--- config.mk ---
export PLATFORM = sky130hd
export DESIGN_NAME = asc_div
export DESIGN_NICKNAME = d
export VERILOG_FILES = /design/src/rtl/asc_pkg.sv /design/src/rtl/asc_div.sv
export SDC_FILE = /design/constraint.sdc
export NUM_CORES = 1
export LEC_CHECK = 0
export ABC_CLOCK_PERIOD_IN_PS = 4000
export BUFFER_PORTS_ARGS = -buffer_cell sky130_fd_sc_hd__buf_2
export CAP_MARGIN = 20
export CORE_MARGIN = 3
export CORE_UTILIZATION = 35
export DETAILED_ROUTE_END_ITERATION = 10
export PLACE_DENSITY = 0.52
export SLEW_MARGIN = 30
export SYNTH_ARGS = -nofsm -noshare
export SYNTH_HDL_FRONTEND = slang
export SYNTH_SLANG_ARGS = --single-unit
--- constraint.sdc ---
create_clock -name clk -period 4 [get_ports clk]
set_input_delay 0.2 -clock clk [delete_from_list [all_inputs] [get_ports clk]]
set_output_delay 0.2 -clock clk [all_outputs]
set_load 0.1 [all_outputs]
--- src/rtl/asc_pkg.sv ---
package asc_pkg;

  // Store and frame geometry.
  localparam int MAX_FRAME_SAMPLES = 2048;
  localparam int MAX_CHANNELS      = 2;
  localparam int FADE_LIMIT        = 1000;
  localparam int STORE_DEPTH       = MAX_FRAME_SAMPLES * MAX_CHANNELS;
  localparam int ADDR_W            = $clog2(STORE_DEPTH);
  localparam int POS_W             = $clog2(MAX_FRAME_SAMPLES + 1);
  localparam int FADE_W            = $clog2(FADE_LIMIT + 1);

  // Field widths.
  localparam int SAMPLE_W = 16;
  localparam int FS_W     = 12;
  localparam int CC_W     = 2;
  localparam int CLIP_W   = 24;
  localparam int THR_W    = 11;
  localparam int TOTAL_W  = 32;

  // Level arithmetic: 1/16 dB per Q16 octave, silence floor of 0.001.
  localparam int LVL_W                 = 13;
  localparam int SILENCE_MAG           = 32;
  localparam logic [22:0] DB_OCTAVE_Q16 = 23'd6313057;

  // Blend divider widths.
  localparam int NUM_W      = 28;
  localparam int DIVIDEND_W = 27;
  localparam int DIVISOR_W  = FADE_W + 1;
  localparam int QUOT_W     = 16;

endpackage

--- src/rtl/asc_div.sv ---
module asc_div (
  input  logic                              clk,
  input  logic                              rst,
  input  logic                              start,
  input  logic [asc_pkg::DIVIDEND_W-1:0]    dividend,
  input  logic [asc_pkg::DIVISOR_W-1:0]     divisor,
  output logic                              done,
  output logic [asc_pkg::QUOT_W-1:0]        quotient
);
  import asc_pkg::*;

  logic                    busy;
  logic [3:0]              cnt;
  logic [DIVISOR_W-1:0]    rem;
  logic [DIVISOR_W-1:0]    dv;
  logic [QUOT_W-1:0]       low;
  logic [DIVISOR_W:0]      t;
  logic                    ge;
  logic [DIVISOR_W-1:0]    rem_next;

  // One restoring step: the quotient is known to fit in QUOT_W bits.
  always_comb begin
    t        = {rem, low[QUOT_W-1]};
    ge       = t >= {1'b0, dv};
    rem_next = ge ? DIVISOR_W'(t - {1'b0, dv}) : t[DIVISOR_W-1:0];
  end

  always_ff @(posedge clk) begin
    if (rst) begin
      busy <= 1'b0;
      done <= 1'b0;
    end else begin
      done <= 1'b0;
      if (start) begin
        rem  <= dividend[DIVIDEND_W-1:QUOT_W];
        low  <= dividend[QUOT_W-1:0];
        dv   <= divisor;
        cnt  <= '0;
        busy <= 1'b1;
      end else if (busy) begin
        rem      <= rem_next;
        low      <= {low[QUOT_W-2:0], 1'b0};
        quotient <= {quotient[QUOT_W-2:0], ge};
        cnt      <= cnt + 4'd1;
        if (cnt == 4'(QUOT_W - 1)) begin
          busy <= 1'b0;
          done <= 1'b1;
        end
      end
    end
  end

endmodule

==> key figures, run 1 <==
Placed design
  – GP Congestion: around 0.80
  – Pre-CTS setup slack: around 1600 ps
  – Final HPWL DP: 4063 um
  – Number of port buffers: 57

Power and ir drop
  – Pleak: roughly 1.4 nW
  – Sequential Power Share: 47.0%
  – Clock network power share: approximately a third
  – Comb pwr share: 18.1%
  – Net Sw Frac: 26.83%
  – PD cells: 448.6 nW/um2
  – Int Pwr: 0.001177 W
  – Max VDD drop: 0.2000 mV
  – Switching pwr: between 0.0004 and 0.0005 W

STA
  – FMAX: 408.6 MHz
  – Worst Tran Pin Value: 547.8 ps
  – Final worst path period need: 2448 ps
  – Worst slew margin: 63.48%
  – Final TNS setup: 0 ps
  – Final Skew: approximately 3.3 ps
  – PnR worst setup slack: 1552 ps
  – Fin crit share: approximately 61%
  – Setup-failing EPs final: 0
  – Final hold vios: 0
  – Unrepaired setup endpoints after global routing: false
  – Final Max Tran Viols: 0

Critical path
  – CP Capture Type: flop
  – Worst reg-to-reg setup slack: 1550 ps
  – CP delay by family, top: compound AO/OA/AOI/OAI gates
  – Crit Path Class: reg -> reg
  – Worst reg2reg endpoint: rem[10]
  – Worst-path cell chain: ha_1, fa_1, nand2b_2, o2bb2ai_2, a21oi_2, o2111ai_2, a32oi_1, o31ai_1
  – CP max-delay cell: fa_1
  – Worst reg2reg path depth: 8
  – Worst path bufs/invs: 0
  – Worst path max stage delay: 400 ps
  – Critical Path RT: approximately 4000 ps
  – Worst-path fanout max: 10
  – CP Data Arrival Time: 2510 ps
  – Worst R2R Start: dv[0]
  – Startpoint types: flop

Floorplan
  – Top Ports: 58
  – Die area: roughly 9600 um2
  – Std cell rows: 32
  – Die height: 98.14 um
  – Effective utilization at floorplan: 37.30%
  – Core Region: ~8000 um2
  – Die X: 98.14 um

Synth
  – #FFs+latches synth: 60
  – Mean area per synthesized cell: approximately 14 um2
  – Number of flops mapped to enable cells by yosys: 58
  – Synth Instances: 219
  – Synth warn: 0
  – Cell Area, Synth: 2972 um2
  – Ys flop type: edfxtp_1
  – Seq/Total Area, Yosys: 59.96%
  – Mapped Nets: 273
  – Asr flop ratio synth: 0%
  – Post-synth cell types: 48

Final layout
  – Final Util: 44.99%
  – Area delta synth->final: 20.63%
  – # diodes: 0
  – # nets final: 336
  – Commonest non-fill, non-tap cell in the layout: edfxtp_1
  – Fraction of layout cells with a size suffix above 1: 36.93%
  – Most frequent cells in the layout: edfxtp_1, buf_2, mux2_2, inv_1, nor2_1

Job
  – Max Cap Viol: 0

Route
  – Vias post-DR: 1,854
  – Final ANT Viol Nets: 0
  – DRC: 0
  – WL/cell: 14.95 um
  – DRT iter0 DRCs: 91
  – Pre-antenna DRT Iters: 4
  – Via density: roughly 4.8
  – WL final: 5814 um

Min path
  – Worst hold stages: 1
  – Worst hold path class: in -> reg
  – Hold Crit Start: divisor[0]
  – Worst Hold Endpoint: dv[0]

Clocking
  – CTS tree: done
  – CTS Buf Count: 9
  – Hold buffers post-CTS: 0
  – Clock Latency Late Sink: 330 ps
  – CTS clk-pin slew, worst paths: 70 ps
  – CTS Buffer Depth: 2
  – CTS root buf: clkbuf_8
  – Postcts setup bufs: 0
  – Post-CTS sizing: 0
  – H-tree Lvls: 3
  – Clock tree sinks: 60

Status
  – Status: finished clean

Global routing
  – Largest net degree at the start of global routing: between 50 and 60
  – Initial antenna violation count: 0
  – Grt ovf: 0
  – Vias in the first global route: 1,852
  – First-pass GRT wire length: between 9000 and 10,000 um
  – Gr usage total: 12.65%
==> power by group through the flow <==
stage	registers [W]	logic [W]	clock network, W
after floorplan	0.000788	0.000203	0
after global placement	0.000770	0.000293	0
after detailed placement	0.000770	0.000293	0
after CTS	0.000757	0.000294	0.000580
after global routing	0.000760	0.000325	0.000606
final	0.000756	0.000292	0.000560
==> layout make-up <==
class / count / area [um2]
fillers: 761 / 4383
flip-flops and latches: 60 / 1782
multi-input cells: 135 / 1097
repair buffers: 61 / 315.3
clock buffers: 12 / 155.1
well taps: 102 / 127.6
inverters: 15 / 58.81
clock inverters: 4 / 48.80
==> stage by stage <==
step,hold slack (ps),power [W],cells,cell area [um2]
finish,42.33,0.001608,389,3585
global route,21.60,0.001690,389,3585
CTS,19.63,0.001631,389,3585
detailed placement,378.1,0.001063,373,3381
global placement,376.8,0.001063,373,3381
floorplan,298.9,0.0009912,219,2972
==> metal layers <==
layer | wire length [um] | vias to the layer above | GRT usage, %
li1 | - | 949 | -
met1 | 2826 | 846 | 17.04
met2 | 2516 | 49 | 18.43
met3 | 353 | 10 | 4.786
met4 | 118 | 0 | 5.147
met5 | 0 | - | 0
==> cell usage after synthesis (2+ instances only) <==
cell type | count | area (um2)
clkbuf_1 | 7 | 26.28
nor2b_1 | 7 | 43.79
nand4_1 | 2 | 12.51
o21a_1 | 3 | 22.52
nand4b_1 | 4 | 35.03
o31ai_1 | 3 | 22.52
a21oi_2 | 2 | 17.52
nor3_1 | 2 | 10.01
o311ai_1 | 4 | 35.03
nand2b_1 | 3 | 18.77
o31a_1 | 3 | 26.28
inv_1 | 14 | 52.55
dfxtp_1 | 2 | 40.04
nand2_1 | 12 | 45.04
xnor2_1 | 4 | 35.03
ha_1 | 12 | 150.1
nor2_1 | 15 | 56.30
edfxtp_1 | 58 | 1742
mux2_2 | 16 | 180.2
a21oi_1 | 5 | 25.02
nand3_1 | 2 | 10.01
xor2_1 | 5 | 43.79
o21ai_0 | 6 | 30.03
a211oi_1 | 2 | 15.01
a32oi_1 | 3 | 26.28
==> cells by family after synthesis <==
logic type | synth area share (%)
AO/OA/AOI/OAI | 12.25
XOR/XNOR | 2.652
adder cells (fa/ha/maj) | 5.726
buffers and inverters | 3.369
flip-flops | 59.96
multiplexers | 6.063
AND/OR/NAND/NOR | 9.979
==> how the worst max path moves through the flow <==
stage                     startpoint  slack [ps]  cells past startpoint  endpoint
after floorplan                start        1460                      4    cnt[0]
after global placement         dv[0]        1600                      8   rem[10]
after detailed placement       dv[0]        1570                      8   rem[10]
after CTS                      dv[0]        1560                      8   rem[10]
after global routing           dv[0]        1390                      8   rem[10]
final                          dv[0]        1550                      8   rem[10]
==> worst reg2reg max path, delay by kind of cell (launching register included) <==
| family | cells | cell delay, ps |
|---|---|---|
| fa+ha+maj | 2 | 630 |
| compound gates | 5 | 980 |
| flops | 1 | 370 |
| simple gates | 1 | 200 |
==> state kept, by name (all words and copies together), names as in the netlist <==
signal and flops:
cnt 4, busy 1, done 1, low 16, dv 11, rem 11
quotient 16
No activity file was read; power rests on OpenSTA's default activity.
==> inputs of run 2 (changes only) <==
--- a/config.mk
+++ b/config.mk
@@ -5,13 +5,13 @@
 export SDC_FILE = /design/constraint.sdc
 export NUM_CORES = 1
 export LEC_CHECK = 0
-export ABC_CLOCK_PERIOD_IN_PS = 4000
+export ABC_CLOCK_PERIOD_IN_PS = 2180
 export BUFFER_PORTS_ARGS = -buffer_cell sky130_fd_sc_hd__buf_2
 export CAP_MARGIN = 20
 export CORE_MARGIN = 3
 export CORE_UTILIZATION = 35
 export DETAILED_ROUTE_END_ITERATION = 10
-export PLACE_DENSITY = 0.52
+export PLACE_DENSITY = 0.54
 export SLEW_MARGIN = 30
 export SYNTH_ARGS = -nofsm -noshare
 export SYNTH_HDL_FRONTEND = slang
==> constraint.sdc (replaced) <==
create_clock -name clk -period 2.18 [get_ports clk]
set_input_delay 0.109 -clock clk [delete_from_list [all_inputs] [get_ports clk]]
set_output_delay 0.109 -clock clk [all_outputs]
set_load 0.1 [all_outputs]
==> key figures, run 2 (synthesis results as in run 1) <==
Status
  – Status: finished, violations left
  – Failing checks: negative setup slack

Clocking
  – CTS tree: done
  – CTS root buf: clkbuf_8
  – Clock Latency Late Sink: 350 ps (+20 ps)
  – Clock tree sinks: 60 (unchanged)
  – CTS clk-pin slew, worst paths: 70 ps (about the same)
  – CTS Buffer Depth: 2 (unchanged)
  – CTS Buf Count: 9 (unchanged)
  – H-tree Lvls: 3 (unchanged)

STA
  – FMAX: 436.6 MHz (+6.9%)
  – Setup-failing EPs final: 11 (+11)
  – Final hold vios: 0 (unchanged)
  – Final worst path period need: 2290 ps (-157.4 ps)
  – Worst Tran Pin Value: 489.6 ps (-58.17 ps)
  – Unrepaired setup endpoints after global routing: true
  – Final Skew: 10.91 ps (+7.620 ps)
  – Final TNS setup: -768.2 ps (-768.2 ps)
  – Worst slew margin: 67.58% (+4.1 points)
  – Final Max Tran Viols: 0 (unchanged)
  – Fin crit share: 105.1% (+44 points)
  – PnR worst setup slack: -110.3 ps (-1663 ps)

Global routing
  – First-pass GRT wire length: 10,430 um (+10%)
  – Gr usage total: 13.95% (+1.3 points)
  – Largest net degree at the start of global routing: 34 (-37%)
  – Vias in the first global route: 2,043 (+10%)
  – Grt ovf: 0 (unchanged)
  – Initial antenna violation count: 0 (unchanged)

Floorplan
  – Top Ports: 58 (unchanged)
  – Die height: 98.14 um (unchanged)
  – Die area: 9631 um2 (unchanged)
  – Std cell rows: 32 (unchanged)
  – Effective utilization at floorplan: 37.30% (unchanged)
  – Core Region: 7968 um2 (unchanged)
  – Die X: 98.14 um (unchanged)

Job
  – Max Cap Viol: 0 (unchanged)

Route
  – DRC: 0 (unchanged)
  – Via density: 4.926 (+3.4%)
  – DRT iter0 DRCs: 85 (-6.6%)
  – Wire length on met1: 3057 um (+8.2%)
  – Vias post-DR: 2,059 (+11%)
  – Met2 wire length: 2881 um (+15%)
  – Final ANT Viol Nets: 0 (unchanged)
  – WL final: 6399 um (+10%)
  – WL/cell: 15.31 um (+2.4%)
  – Top Layer Used: met4
  – DR WL met3: 327 um (-7.4%)
  – Pre-antenna DRT Iters: 6 (+2)

Placed design
  – Final HPWL DP: 4315 um (+6.2%)
  – Placed insts: 387 (+3.8%)
  – Number of port buffers: 57 (unchanged)
  – GP Congestion: 0.8156 (+2.0%)

Power and ir drop
  – Pleak: 1.549 nW (+13%)
  – PD cells: 795.5 nW/um2 (+77%)
  – Max VDD drop: 0.3610 mV (+80%)

Critical path
  – Startpoint types: flop
  – Worst-path fanout max: 5 (-5)
  – CP Capture Type: flop
  – Critical Path RT: 2280 ps (-1780 ps)
  – Crit Path Class: reg -> reg
  – CP Data Arrival Time: 2390 ps (-120 ps)

Final layout
  – Most frequent cells in the layout: edfxtp_1, buf_2, buf_4, mux2_2, nor2_1
  – Fraction of layout cells with a size suffix above 1: 44.62% (+7.7 points)
  – # nets final: 365 (+8.6%)
  – Largest regs: low (16), quotient (16)
  – Commonest non-fill, non-tap cell in the layout: edfxtp_1
  – # diodes: 0 (unchanged)
  – Area delta synth->final: 35.54%
  – Non-Filler Instances: 418 (+7.5%)

Min path
  – Worst hold path class: in -> reg
-- run 2: path summary, 6_finish.rpt --
check,startpoint,end,slack [ps],cells after the start
max,low[15],rem[0],-110,9
min,dividend[0],low[0],50,2
max reg2reg,low[15],rem[0],-110,9
min reg2reg,quotient[14],quotient[15],450,0
-- run 2: per-layer routing --
layer / up-vias / track usage [%]
met3: 11 / 4.357
met1: 971 / 19.56
met5: - / 0
li1: 1019 / -
met4: 0 / 6.408
met2: 58 / 19.74
-- run 2: timing repair --
action                                 in CTS  in global routing
setup endpoints to repair                  11                 11
endpoints found under the hold margin      11                  0
hold buffers                               11                  0
pin swaps                                   7                  4
cloned                                      1                  0
gates resized for setup                     8                 12
setup buffers                               3                  0
-- run 2: metrics by stage --
| stage | util (%) | hold WS [ps] | instance area (um2) | total power, W | setup WS (ps) |
|---|---|---|---|---|---|
| 2_1_floorplan | - | 207.9 | 2997 | 0.001830 | 15.71 |
| 3_3_place_gp | 44.35 | 285.6 | 3533 | 0.002011 | -58.60 |
| 3_5_place_dp | 44.35 | 287.1 | 3533 | 0.002019 | -131.9 |
| 4_1_cts | 49.62 | 36.05 | 3954 | 0.003189 | -70.13 |
| 5_1_grt | 50.55 | 31.78 | 4028 | 0.003359 | -199.7 |
| 6_report | 50.55 | 47.50 | 4028 | 0.003204 | -110.3 |
-- run 2: where the power goes --
| part | switching, W | internal (W) | leakage (nW) |
|---|---|---|---|
| logic | 0.000393 | 0.000311 | 0.885 |
| clock network | 0.000470 | 0.000643 | 0.102 |
| registers | 0.0000323 | 0.00135 | 0.562 |
-- run 2: final cells by class --
type	count	area [um2]
Clock inverter	6	88.84
Tap cell	102	127.6
Sequential cell	60	1782
Fill cell	709	3940
Inverter	15	58.81
Multi-Input combinational cell	136	1261
Clock buffer	10	127.6
Timing Repair Buffer	89	581.8
-- run 2: critical path, cell delays in order (launching register included) --
cell and delay (ps):
edfxtp_1 340, inv_2 40, ha_2 190, fa_2 340, nand2b_4 150, o2bb2ai_4 150
a21oi_4 170, o2111a_2 350, nor3_2 80, o31a_1 240
