[src/rtl/asc_pkg.sv]
package asc_pkg;

  // Store and frame geometry.
  localparam int MAX_FRAME_SAMPLES = 2048;
  localparam int MAX_CHANNELS      = 2;
  localparam int FADE_LIMIT        = 1000;
  localparam int STORE_DEPTH       = MAX_FRAME_SAMPLES * MAX_CHANNELS;
  localparam int ADDR_W            = $clog2(STORE_DEPTH);
  localparam int POS_W             = $clog2(MAX_FRAME_SAMPLES + 1);
  localparam int FADE_W            = $clog2(FADE_LIMIT + 1);

  // Field widths.
  localparam int SAMPLE_W = 16;
  localparam int FS_W     = 12;
  localparam int CC_W     = 2;
  localparam int CLIP_W   = 24;
  localparam int THR_W    = 11;
  localparam int TOTAL_W  = 32;

  // Level arithmetic: 1/16 dB per Q16 octave, silence floor of 0.001.
  localparam int LVL_W                 = 13;
  localparam int SILENCE_MAG           = 32;
  localparam logic [22:0] DB_OCTAVE_Q16 = 23'd6313057;

  // Blend divider widths.
  localparam int NUM_W      = 28;
  localparam int DIVIDEND_W = 27;
  localparam int DIVISOR_W  = FADE_W + 1;
  localparam int QUOT_W     = 16;

endpackage

[src/rtl/asc_level.sv]
module asc_level (
  input  logic                               clk,
  input  logic                               rst,
  input  logic                               start,
  input  logic signed [asc_pkg::SAMPLE_W-1:0] sample,
  output logic                               done,
  output logic signed [asc_pkg::LVL_W-1:0]   level
);
  import asc_pkg::*;

  localparam logic [1:0] L_IDLE = 2'd0;
  localparam logic [1:0] L_ITER = 2'd1;
  localparam logic [1:0] L_PROD = 2'd2;
  localparam logic [1:0] L_RND  = 2'd3;

  logic [1:0]  state;
  logic        neg;
  logic [3:0]  e_r;
  logic [3:0]  k;
  logic [15:0] y;
  logic [15:0] frac;
  logic [42:0] prod;

  logic [15:0] m;
  logic [3:0]  e;
  logic [31:0] sq;
  logic [16:0] t;
  logic [15:0] y_next;
  logic [19:0] g;
  logic [43:0] rnd;
  logic [11:0] lvl;

  // Magnitude and leading-one position of the incoming sample.
  always_comb begin
    m = sample[SAMPLE_W-1] ? 16'(-sample) : 16'(sample);
    e = '0;
    for (int b = 0; b < 16; b++) begin
      if (m[b]) e = 4'(b);
    end
  end

  // One squaring step of the fractional log2.
  always_comb begin
    sq     = 32'(y) * 32'(y);
    t      = 17'(sq >> 15);
    y_next = t[16] ? t[16:1] : t[15:0];
    g      = {4'd15 - e_r, 16'd0} - 20'(frac);
    rnd    = 44'(prod) + 44'(64'h8000_0000);
    lvl    = rnd[43:32];
  end

  // Sequencer: 16 squaring steps, one scaling multiply, then rounding.
  always_ff @(posedge clk) begin
    if (rst) begin
      state <= L_IDLE;
      done  <= 1'b0;
    end else begin
      done <= 1'b0;
      unique case (state)
        L_IDLE: begin
          if (start) begin
            neg <= sample[SAMPLE_W-1];
            if (m <= 16'(SILENCE_MAG)) begin
              level <= '0;
              done  <= 1'b1;
            end else begin
              e_r   <= e;
              y     <= 16'(m << (4'd15 - e));
              frac  <= '0;
              k     <= '0;
              state <= L_ITER;
            end
          end
        end
        L_ITER: begin
          y    <= y_next;
          frac <= {frac[14:0], t[16]};
          k    <= k + 4'd1;
          if (k == 4'd15) state <= L_PROD;
        end
        L_PROD: begin
          prod  <= 43'(g) * 43'(DB_OCTAVE_Q16);
          state <= L_RND;
        end
        L_RND: begin
          level <= neg ? $signed({1'b0, lvl}) : -$signed({1'b0, lvl});
          done  <= 1'b1;
          state <= L_IDLE;
        end
        default: state <= L_IDLE;
      endcase
    end
  end

endmodule

[config.mk]
export PLATFORM = sky130hd
export DESIGN_NAME = asc_level
export DESIGN_NICKNAME = d
export VERILOG_FILES = /design/src/rtl/asc_pkg.sv /design/src/rtl/asc_level.sv
export SDC_FILE = /design/constraint.sdc
export NUM_CORES = 1
export LEC_CHECK = 0
export ABC_AREA = 1
export BUFFER_PORTS_ARGS = -buffer_cell sky130_fd_sc_hd__buf_4
export CORE_ASPECT_RATIO = 1.75
export CORE_MARGIN = 8
export CORE_UTILIZATION = 55
export CTS_BUF_LIST = sky130_fd_sc_hd__clkbuf_8
export DETAILED_ROUTE_END_ITERATION = 6
export GPL_TIMING_DRIVEN = 0
export PLACE_DENSITY = 0.71
export SLEW_MARGIN = 10
export SYNTH_ARGS = -nofsm -noshare
export SYNTH_HDL_FRONTEND = slang
export SYNTH_SLANG_ARGS = --single-unit
[constraint.sdc]
create_clock -name clk -period 13.2 [get_ports clk]
set_input_delay 3.3 -clock clk [delete_from_list [all_inputs] [get_ports clk]]
set_output_delay 3.3 -clock clk [all_outputs]
set_load 0.01 [all_outputs]
==> reports/results.txt, run 1 <==
top cell type's share of synthesized area = 27.63%
synth warn = 0
R2R cell count = 31
Core Box Area = 31420 sq um
largest net degree at the start of global routing = 37
hold_buf cts = 0
global-route wire length before repair = 72.55 mm
Worst Hold Class = flip-flop to flip-flop
Avg WL per Cell = 17.31 um
max-cap violations = 0
nets@finish = 2714
Netlist cell types = 56
Final Setup Violations = 0
Non-Filler Instances = 2556
Placer Congestion = 1.016
cell mode on critical path = ha_1
clock tree sinks = 69
IO Port Bufs = 32
CTS HTree Levels = 3
Startpoint Class = flip-flop
post-synthesis instance area = 17460 sq um
placed cells = 2538
DR vias/cell = 5.452
share of cells above drive strength 1 = 5.607%
worst reg2reg startpoint = frac[0]
Final HPWL DP = 39.31 mm
Pre-antenna DRT Iters = 6
Slew @ Worst Pin = 1.032 ns
Setup Skew = 0.009631 ns
critical path type = flip-flop to flip-flop
die area = 37930 sq um
largest buffer count on any clock path = 2
Post-Syn Nets = 2670
maximum clock rate = 0.1179 GHz
Root Buffer = clkbuf_8
fraction of registers with async set/reset = 0%
post-placement cell area = 18210 sq um
setup bufs post-CTS = 0
fin. max-slew vios = 0
#FFs+latches synth = 69
die height = 251.7 um
initial drt markers = 515
Seq/Total Area, Yosys = 11.69%
Starting Density = 55.57%
Resize count post-CTS = 0
Skew-Pair Late Insertion Delay = 0.39 ns
Routed Antenna Nets = 0
Mean Syn Cell Area = 8.279 sq um
main flop type after synthesis = edfxtp_1
Post-Synthesis Cells = 2109
fin area = 18430 sq um
crit-path max cell delay = 0.63 ns
GRT Overall Usage = 24.51%
Layout area overhead = 5.546%
post-route minimum period = 8.481 ns
Critical Path AT = 8.62 ns
CTS clk-pin slew, worst paths = 0.08 ns
Final Hold Viols = 0
area leader, netlist = fa_1
vias in the first global route = 15330
grt total ovfl = 0
critical path startpoint = frac[0]
RSZ-0062 raised after global routing = no
detailed-route via count = 13940
Row Count = 86
initial antenna violation count = 1
CTS tree = done
Ports = 33
Synth area leaders = fa_1, ha_1, edfxtp_1
CP max FO = 7
Worst path slowest cell = a22oi_1
WHS Path Cells = 2
DRC errors left = 0
fin crit share = 64.25%
CP endpoint kind = flip-flop
total wire length = 44.25 mm
Chip Width = 150.7 um
Relative slew margins = 30.72%
worst path required time = 13.34 ns
Post-synth EDFFs = 66
Min-Delay Startpoint = state[1]
number of buffers created by CTS = 9
Setup TNS = 0 ns
outcome = complete, no violations
-- cells in the mapped netlist, types with 5 or more instances --
master	instances
a211oi_1	6
a21o_1	6
a21oi_1	93
buf_2	5
buf_4	5
clkbuf_1	32
edfxtp_1	66
fa_1	241
ha_1	301
inv_1	516
inv_2	19
nand2_1	361
nand2_2	9
nand3_1	127
nand4_1	17
nor2_1	78
nor2_2	7
nor2_4	5
nor3_1	30
nor4_1	7
o211ai_1	11
o21ai_0	48
or2_2	5
xnor2_1	20
xor2_1	38
-- worst paths after layout --
kind	to	slack [ns]
max	prod[40]	4.72
min	state[1]	0.54
min reg2reg	state[1]	0.54
max reg2reg	prod[40]	4.72
-- logic make-up (layout without fill, tap and decap cells) --
group / count (synthesis) / in the layout / share of synthesized area, %
AOI/OAI and AO/OA: 192 / 192 / 6.234
xor gates and xnor gates: 60 / 60 / 3.160
adders and majority gates: 542 / 542 / 49.20
buffers and inverters: 580 / 629 / 12.70
DFF: 69 / 69 / 11.69
muxes: 1 / 1 / 0.06449
other: 0 / 2 / 0
and+or+nand+nor: 665 / 665 / 16.95
-- placed cells by master, fill, tap and decap left out, drive strengths merged, types with 3 or more instances in the layout --
master  netlist  layout
dfxtp         3       3
a211oi        6       6
fa          241     241
nand2       371     371
clkinv        0       4
xnor2        20      20
clkbuf       32      41
o21ai        52      52
a21oi        95      95
buf          13      46
ha          301     301
o31ai         3       3
nor2         90      90
nor4          7       7
a21o          6       6
o211ai       11      11
a31oi         3       3
nand3       128     128
o21bai        4       4
nor3         32      32
or2           9       9
nand3b        5       5
nand4        19      19
edfxtp       66      66
nor3b         3       3
inv         535     536
o21a          4       4
xor2         40      40
-- worst max-delay path: cells and delay by family (launching register included) --
kind	cells	cell delay (ns)
AND/OR/NAND/NOR	11	1.76
XOR/XNOR	1	0.10
adder cells (fa/ha/maj)	9	3.57
AO/OA/AOI/OAI	5	1.60
buffers and inverters	5	0.54
flip-flops	1	0.61
-- routing by layer --
metal  track usage [%]  part of all wire [%]  vias to the layer above
met5                 0                     0                        -
met4             19.85                   8.5                        0
met3             2.207                   2.3                      186
met2             48.37                    58                      352
met1             21.49                    31                     6706
li1                  -                     -                     6692
-- flip-flops by register name (all words and copies together), names as in the netlist --
signal,flops
k,4
neg,1
state,2
level,13
done,1
prod,12
frac,16
e_r,4
y,16
-- cell type report --
type,count,area (sq um)
well taps,396,495.5
repair buffers,33,247.7
flip-flops and latches,69,2042
plain buffers,45,209.0
diodes,2,5.005
inverters,535,2008
fillers,2907,12990
clock buffers,9,123.9
clock inverters,7,91.34
multi-input cells,1460,13210
-- per-stage QoR --
step / setup slack (ns) / utilization [%] / hold WS (ns)
finish: 4.719 / 58.65 / 0.5378
global route: 4.134 / 58.65 / 0.5738
CTS: 4.803 / 58.64 / 0.5401
detailed placement: 4.841 / 57.95 / 0.5291
global placement: 4.841 / 57.91 / 0.5142
floorplan: 6.443 / - / 0.4904
Power of run 1 is not shown: default switching activity piles up to over one toggle a cycle in this logic, so the estimate is an artifact.
==> inputs of run 2 (changes only) <==
--- a/config.mk
+++ b/config.mk
@@ -5,7 +5,7 @@
 export SDC_FILE = /design/constraint.sdc
 export NUM_CORES = 1
 export LEC_CHECK = 0
-export ABC_AREA = 1
+export ABC_AREA = 0
 export BUFFER_PORTS_ARGS = -buffer_cell sky130_fd_sc_hd__buf_4
 export CORE_ASPECT_RATIO = 1.75
 export CORE_MARGIN = 8
@@ -13,7 +13,7 @@
 export CTS_BUF_LIST = sky130_fd_sc_hd__clkbuf_8
 export DETAILED_ROUTE_END_ITERATION = 6
 export GPL_TIMING_DRIVEN = 0
-export PLACE_DENSITY = 0.71
+export PLACE_DENSITY = 0.74
 export SLEW_MARGIN = 10
 export SYNTH_ARGS = -nofsm -noshare
 export SYNTH_HDL_FRONTEND = slang
==> constraint.sdc (replaced) <==
create_clock -name clk -period 7.8 [get_ports clk]
set_input_delay 1.95 -clock clk [delete_from_list [all_inputs] [get_ports clk]]
set_output_delay 1.95 -clock clk [all_outputs]
set_load 0.01 [all_outputs]
==> run 2 against run 1 <==
Compared with the run above: utilization rose by 2.2 points; design area rose by 3.1%; synthesized cell count down 14%; final cell count decreased by 10%.
==> reports/results.txt, run 2 <==
share of cells above drive strength 1 = 10.79% (was 5.607%)
worst path required time = 7.94 ns (was 13.34 ns)
commonest cells after routing, fill and taps aside = inv_1, ha_1, fa_1 (was inv_1, nand2_1, ha_1)
WHS Path Cells = 2 (unchanged)
fillers = 2587 (was 2907)
Layout area overhead = 10.03% (was 5.546%)
commonest non-fill, non-tap cell in the layout = inv_1 (unchanged)
post-synthesis instance area = 17270 sq um (was 17460 sq um)
Skew-Pair Late Insertion Delay = 0.40 ns (was 0.39 ns)
IO Port Bufs = 23 (was 32)
die area = 37540 sq um (was 37930 sq um)
Placer Congestion = 0.9444 (was 1.016)
#FFs+latches synth = 69 (unchanged)
Routed Antenna Nets = 0 (unchanged)
CTS clk-pin slew, worst paths = 0.08 ns (about the same)
crit-path max cell delay = 0.59 ns (was 0.63 ns)
clock tree sinks = 69 (unchanged)
Seq/Total Area, Yosys = 11.83% (was 11.69%)
largest family of logic cells by synthesized area = adder cells (unchanged)
fraction of registers with async set/reset = 0% (unchanged)
global-route wire length before repair = 71.17 mm (was 72.55 mm)
Simple-Gate Fraction of Synth Area = 13.72% (was 16.95%)
Startpoint Class = flip-flop (unchanged)
main flop type after synthesis = edfxtp_1 (unchanged)
Row Count = 86 (unchanged)
Critical Path AT = 7.78 ns (was 8.62 ns)
Final Hold Viols = 0 (unchanged)
total wire length = 43.44 mm (was 44.25 mm)
post-placement cell area = 17980 sq um (was 18210 sq um)
largest buffer count on any clock path = 2 (unchanged)
vias in the first global route = 14530 (was 15330)
CTS HTree Levels = 3 (unchanged)
CTS tree = done (unchanged)
largest net degree at the start of global routing = 27 (was 37)
Post-synth EDFFs = 66 (unchanged)
Worst path slowest cell = or4_4 (was a22oi_1)
Slew @ Worst Pin = 1.082 ns (was 1.032 ns)
count leader, synth = inv_1 (unchanged)
Pre-antenna DRT Iters = 5 (was 6)
Non-Filler Instances = 2297 (was 2556)
number of buffers created by CTS = 9 (unchanged)
initial antenna violation count = 1 (unchanged)
Relative slew margins = 27.75% (was 30.72%)
grt total ovfl = 0 (unchanged)
Post-Syn Nets = 2379 (was 2670)
Netlist cell types = 88 (was 56)
nets@finish = 2456 (was 2714)
DR vias/cell = 5.835 (was 5.452)
Final Setup Violations = 0 (unchanged)
area leader, netlist = fa_1 (unchanged)
Starting Density = 55.33% (was 55.57%)
Mean Syn Cell Area = 9.497 sq um (was 8.279 sq um)
max-cap violations = 0 (unchanged)
Synth Area in XOR/XNOR = 4.653% (was 3.160%)
Chip Width = 149.9 um (was 150.7 um)
R2R cell count = 26 (was 31)
placed cells = 2239 (was 2538)
RSZ-0062 raised after global routing = yes (was no)
mux cell area share after synthesis = 1.094% (was 0.06449%)
compound-gate portion of the synthesized area = 9.609% (was 6.234%)
Root Buffer = clkbuf_8 (unchanged)
GRT Overall Usage = 23.79% (was 24.51%)
die height = 250.4 um (was 251.7 um)
post-route minimum period = 7.643 ns (was 8.481 ns)
fin. max-slew vios = 0 (unchanged)
DRC errors left = 0 (unchanged)
top cell type's share of synthesized area = 27.94% (was 27.63%)
Worst Hold Class = flip-flop to flip-flop (unchanged)
fin crit share = 97.98% (was 64.25%)
detailed-route via count = 13400 (was 13940)
outcome = complete, no violations (unchanged)
Regs by FF count = frac x16, y x16, level x13 (unchanged)
hold_buf cts = 0 (unchanged)
Synth area leaders = fa_1, ha_1, edfxtp_1 (unchanged)
synth warn = 0 (unchanged)
Avg WL per Cell = 18.91 um (was 17.31 um)
initial drt markers = 666 (was 515)
top post-synthesis cells by count = inv_1, ha_1, fa_1 (was inv_1, nand2_1, ha_1)
CP max FO = 6 (was 7)
fin area = 19000 sq um (was 18430 sq um)
Final HPWL DP = 36.10 mm (was 39.31 mm)
post-synthesis adder-cell area fraction = 49.76% (was 49.20%)
maximum clock rate = 0.1308 GHz (was 0.1179 GHz)
Setup Skew = 0.01880 ns (was 0.009631 ns)
critical path type = flip-flop to flip-flop (unchanged)
Post-Synthesis Cells = 1818 (was 2109)
Ports = 33 (unchanged)
Core Box Area = 31200 sq um (was 31420 sq um)
CP endpoint kind = flip-flop (unchanged)
[run 2: area by class of cell]
class | count | area [sq um] | area share [%]
Multi-Input combinational cell | 1337 | 14050 | 73.94
Timing Repair Buffer | 67 | 531.8 | 2.799
Buffer | 53 | 312.8 | 1.647
Sequential cell | 69 | 2042 | 10.75
Clock buffer | 9 | 123.9 | 0.6520
Tap cell | 396 | 495.5 | 2.608
Antenna cell | 1 | 2.502 | 0.01317
Inverter | 358 | 1344 | 7.074
Clock inverter | 7 | 98.84 | 0.5203
[run 2: per-stage QoR]
step | utilization (%) | worst slack, ns | hold slack (ns) | setup TNS [ns]
final | 60.88 | 0.1574 | 0.5580 | 0
after global routing | 60.88 | -0.09338 | 0.5972 | -0.2339
after CTS | 59.55 | 0.01383 | 0.5550 | 0
after detailed placement | 57.62 | -1.180 | 0.5436 | -22.91
after global placement | 57.47 | -1.111 | 0.5304 | -19.94
after floorplan | - | 0.09225 | 0.5106 | 0
[run 2: timing repair]
| item | in CTS | in global routing |
|---|---|---|
| gates resized for setup | 54 | 53 |
| buffers inserted | 17 | 25 |
| endpoints found under the setup margin | 26 | 22 |
| pin swaps | 9 | 24 |
[run 2: routing by layer]
metal	share of wire (%)	global-route usage, %	up-vias
li1	-	-	6215
met1	36	25.34	6637
met2	54	44.08	378
met3	3.3	2.205	173
met4	6.4	14.06	0
met5	0	0	-
[run 2: critical path: cells and delay by family (launching register included)]
kind	cells	cell delay [ns]
adder cells (fa/ha/maj)	8	3.15
XOR/XNOR	1	0.18
flip-flops	1	0.42
AO/OA/AOI/OAI	8	1.77
buffers and inverters	3	0.31
AND/OR/NAND/NOR	6	1.54
[run 2: logic make-up after synthesis]
family          count (synthesis)
compound gates                240
xor+xnor                       90
fa+ha+maj                     542
buf+inv                       412
flops                          69
mux                            17
simple gates                  448
[run 2: worst paths after layout]
check,startpoint,end,slack [ns]
setup / recovery,frac[4],prod[42],0.16
hold reg to reg,state[1],state[1],0.56
setup reg to reg,frac[4],prod[42],0.16
hold / removal,state[1],state[1],0.56
Power of run 2 is left out for the same reason.
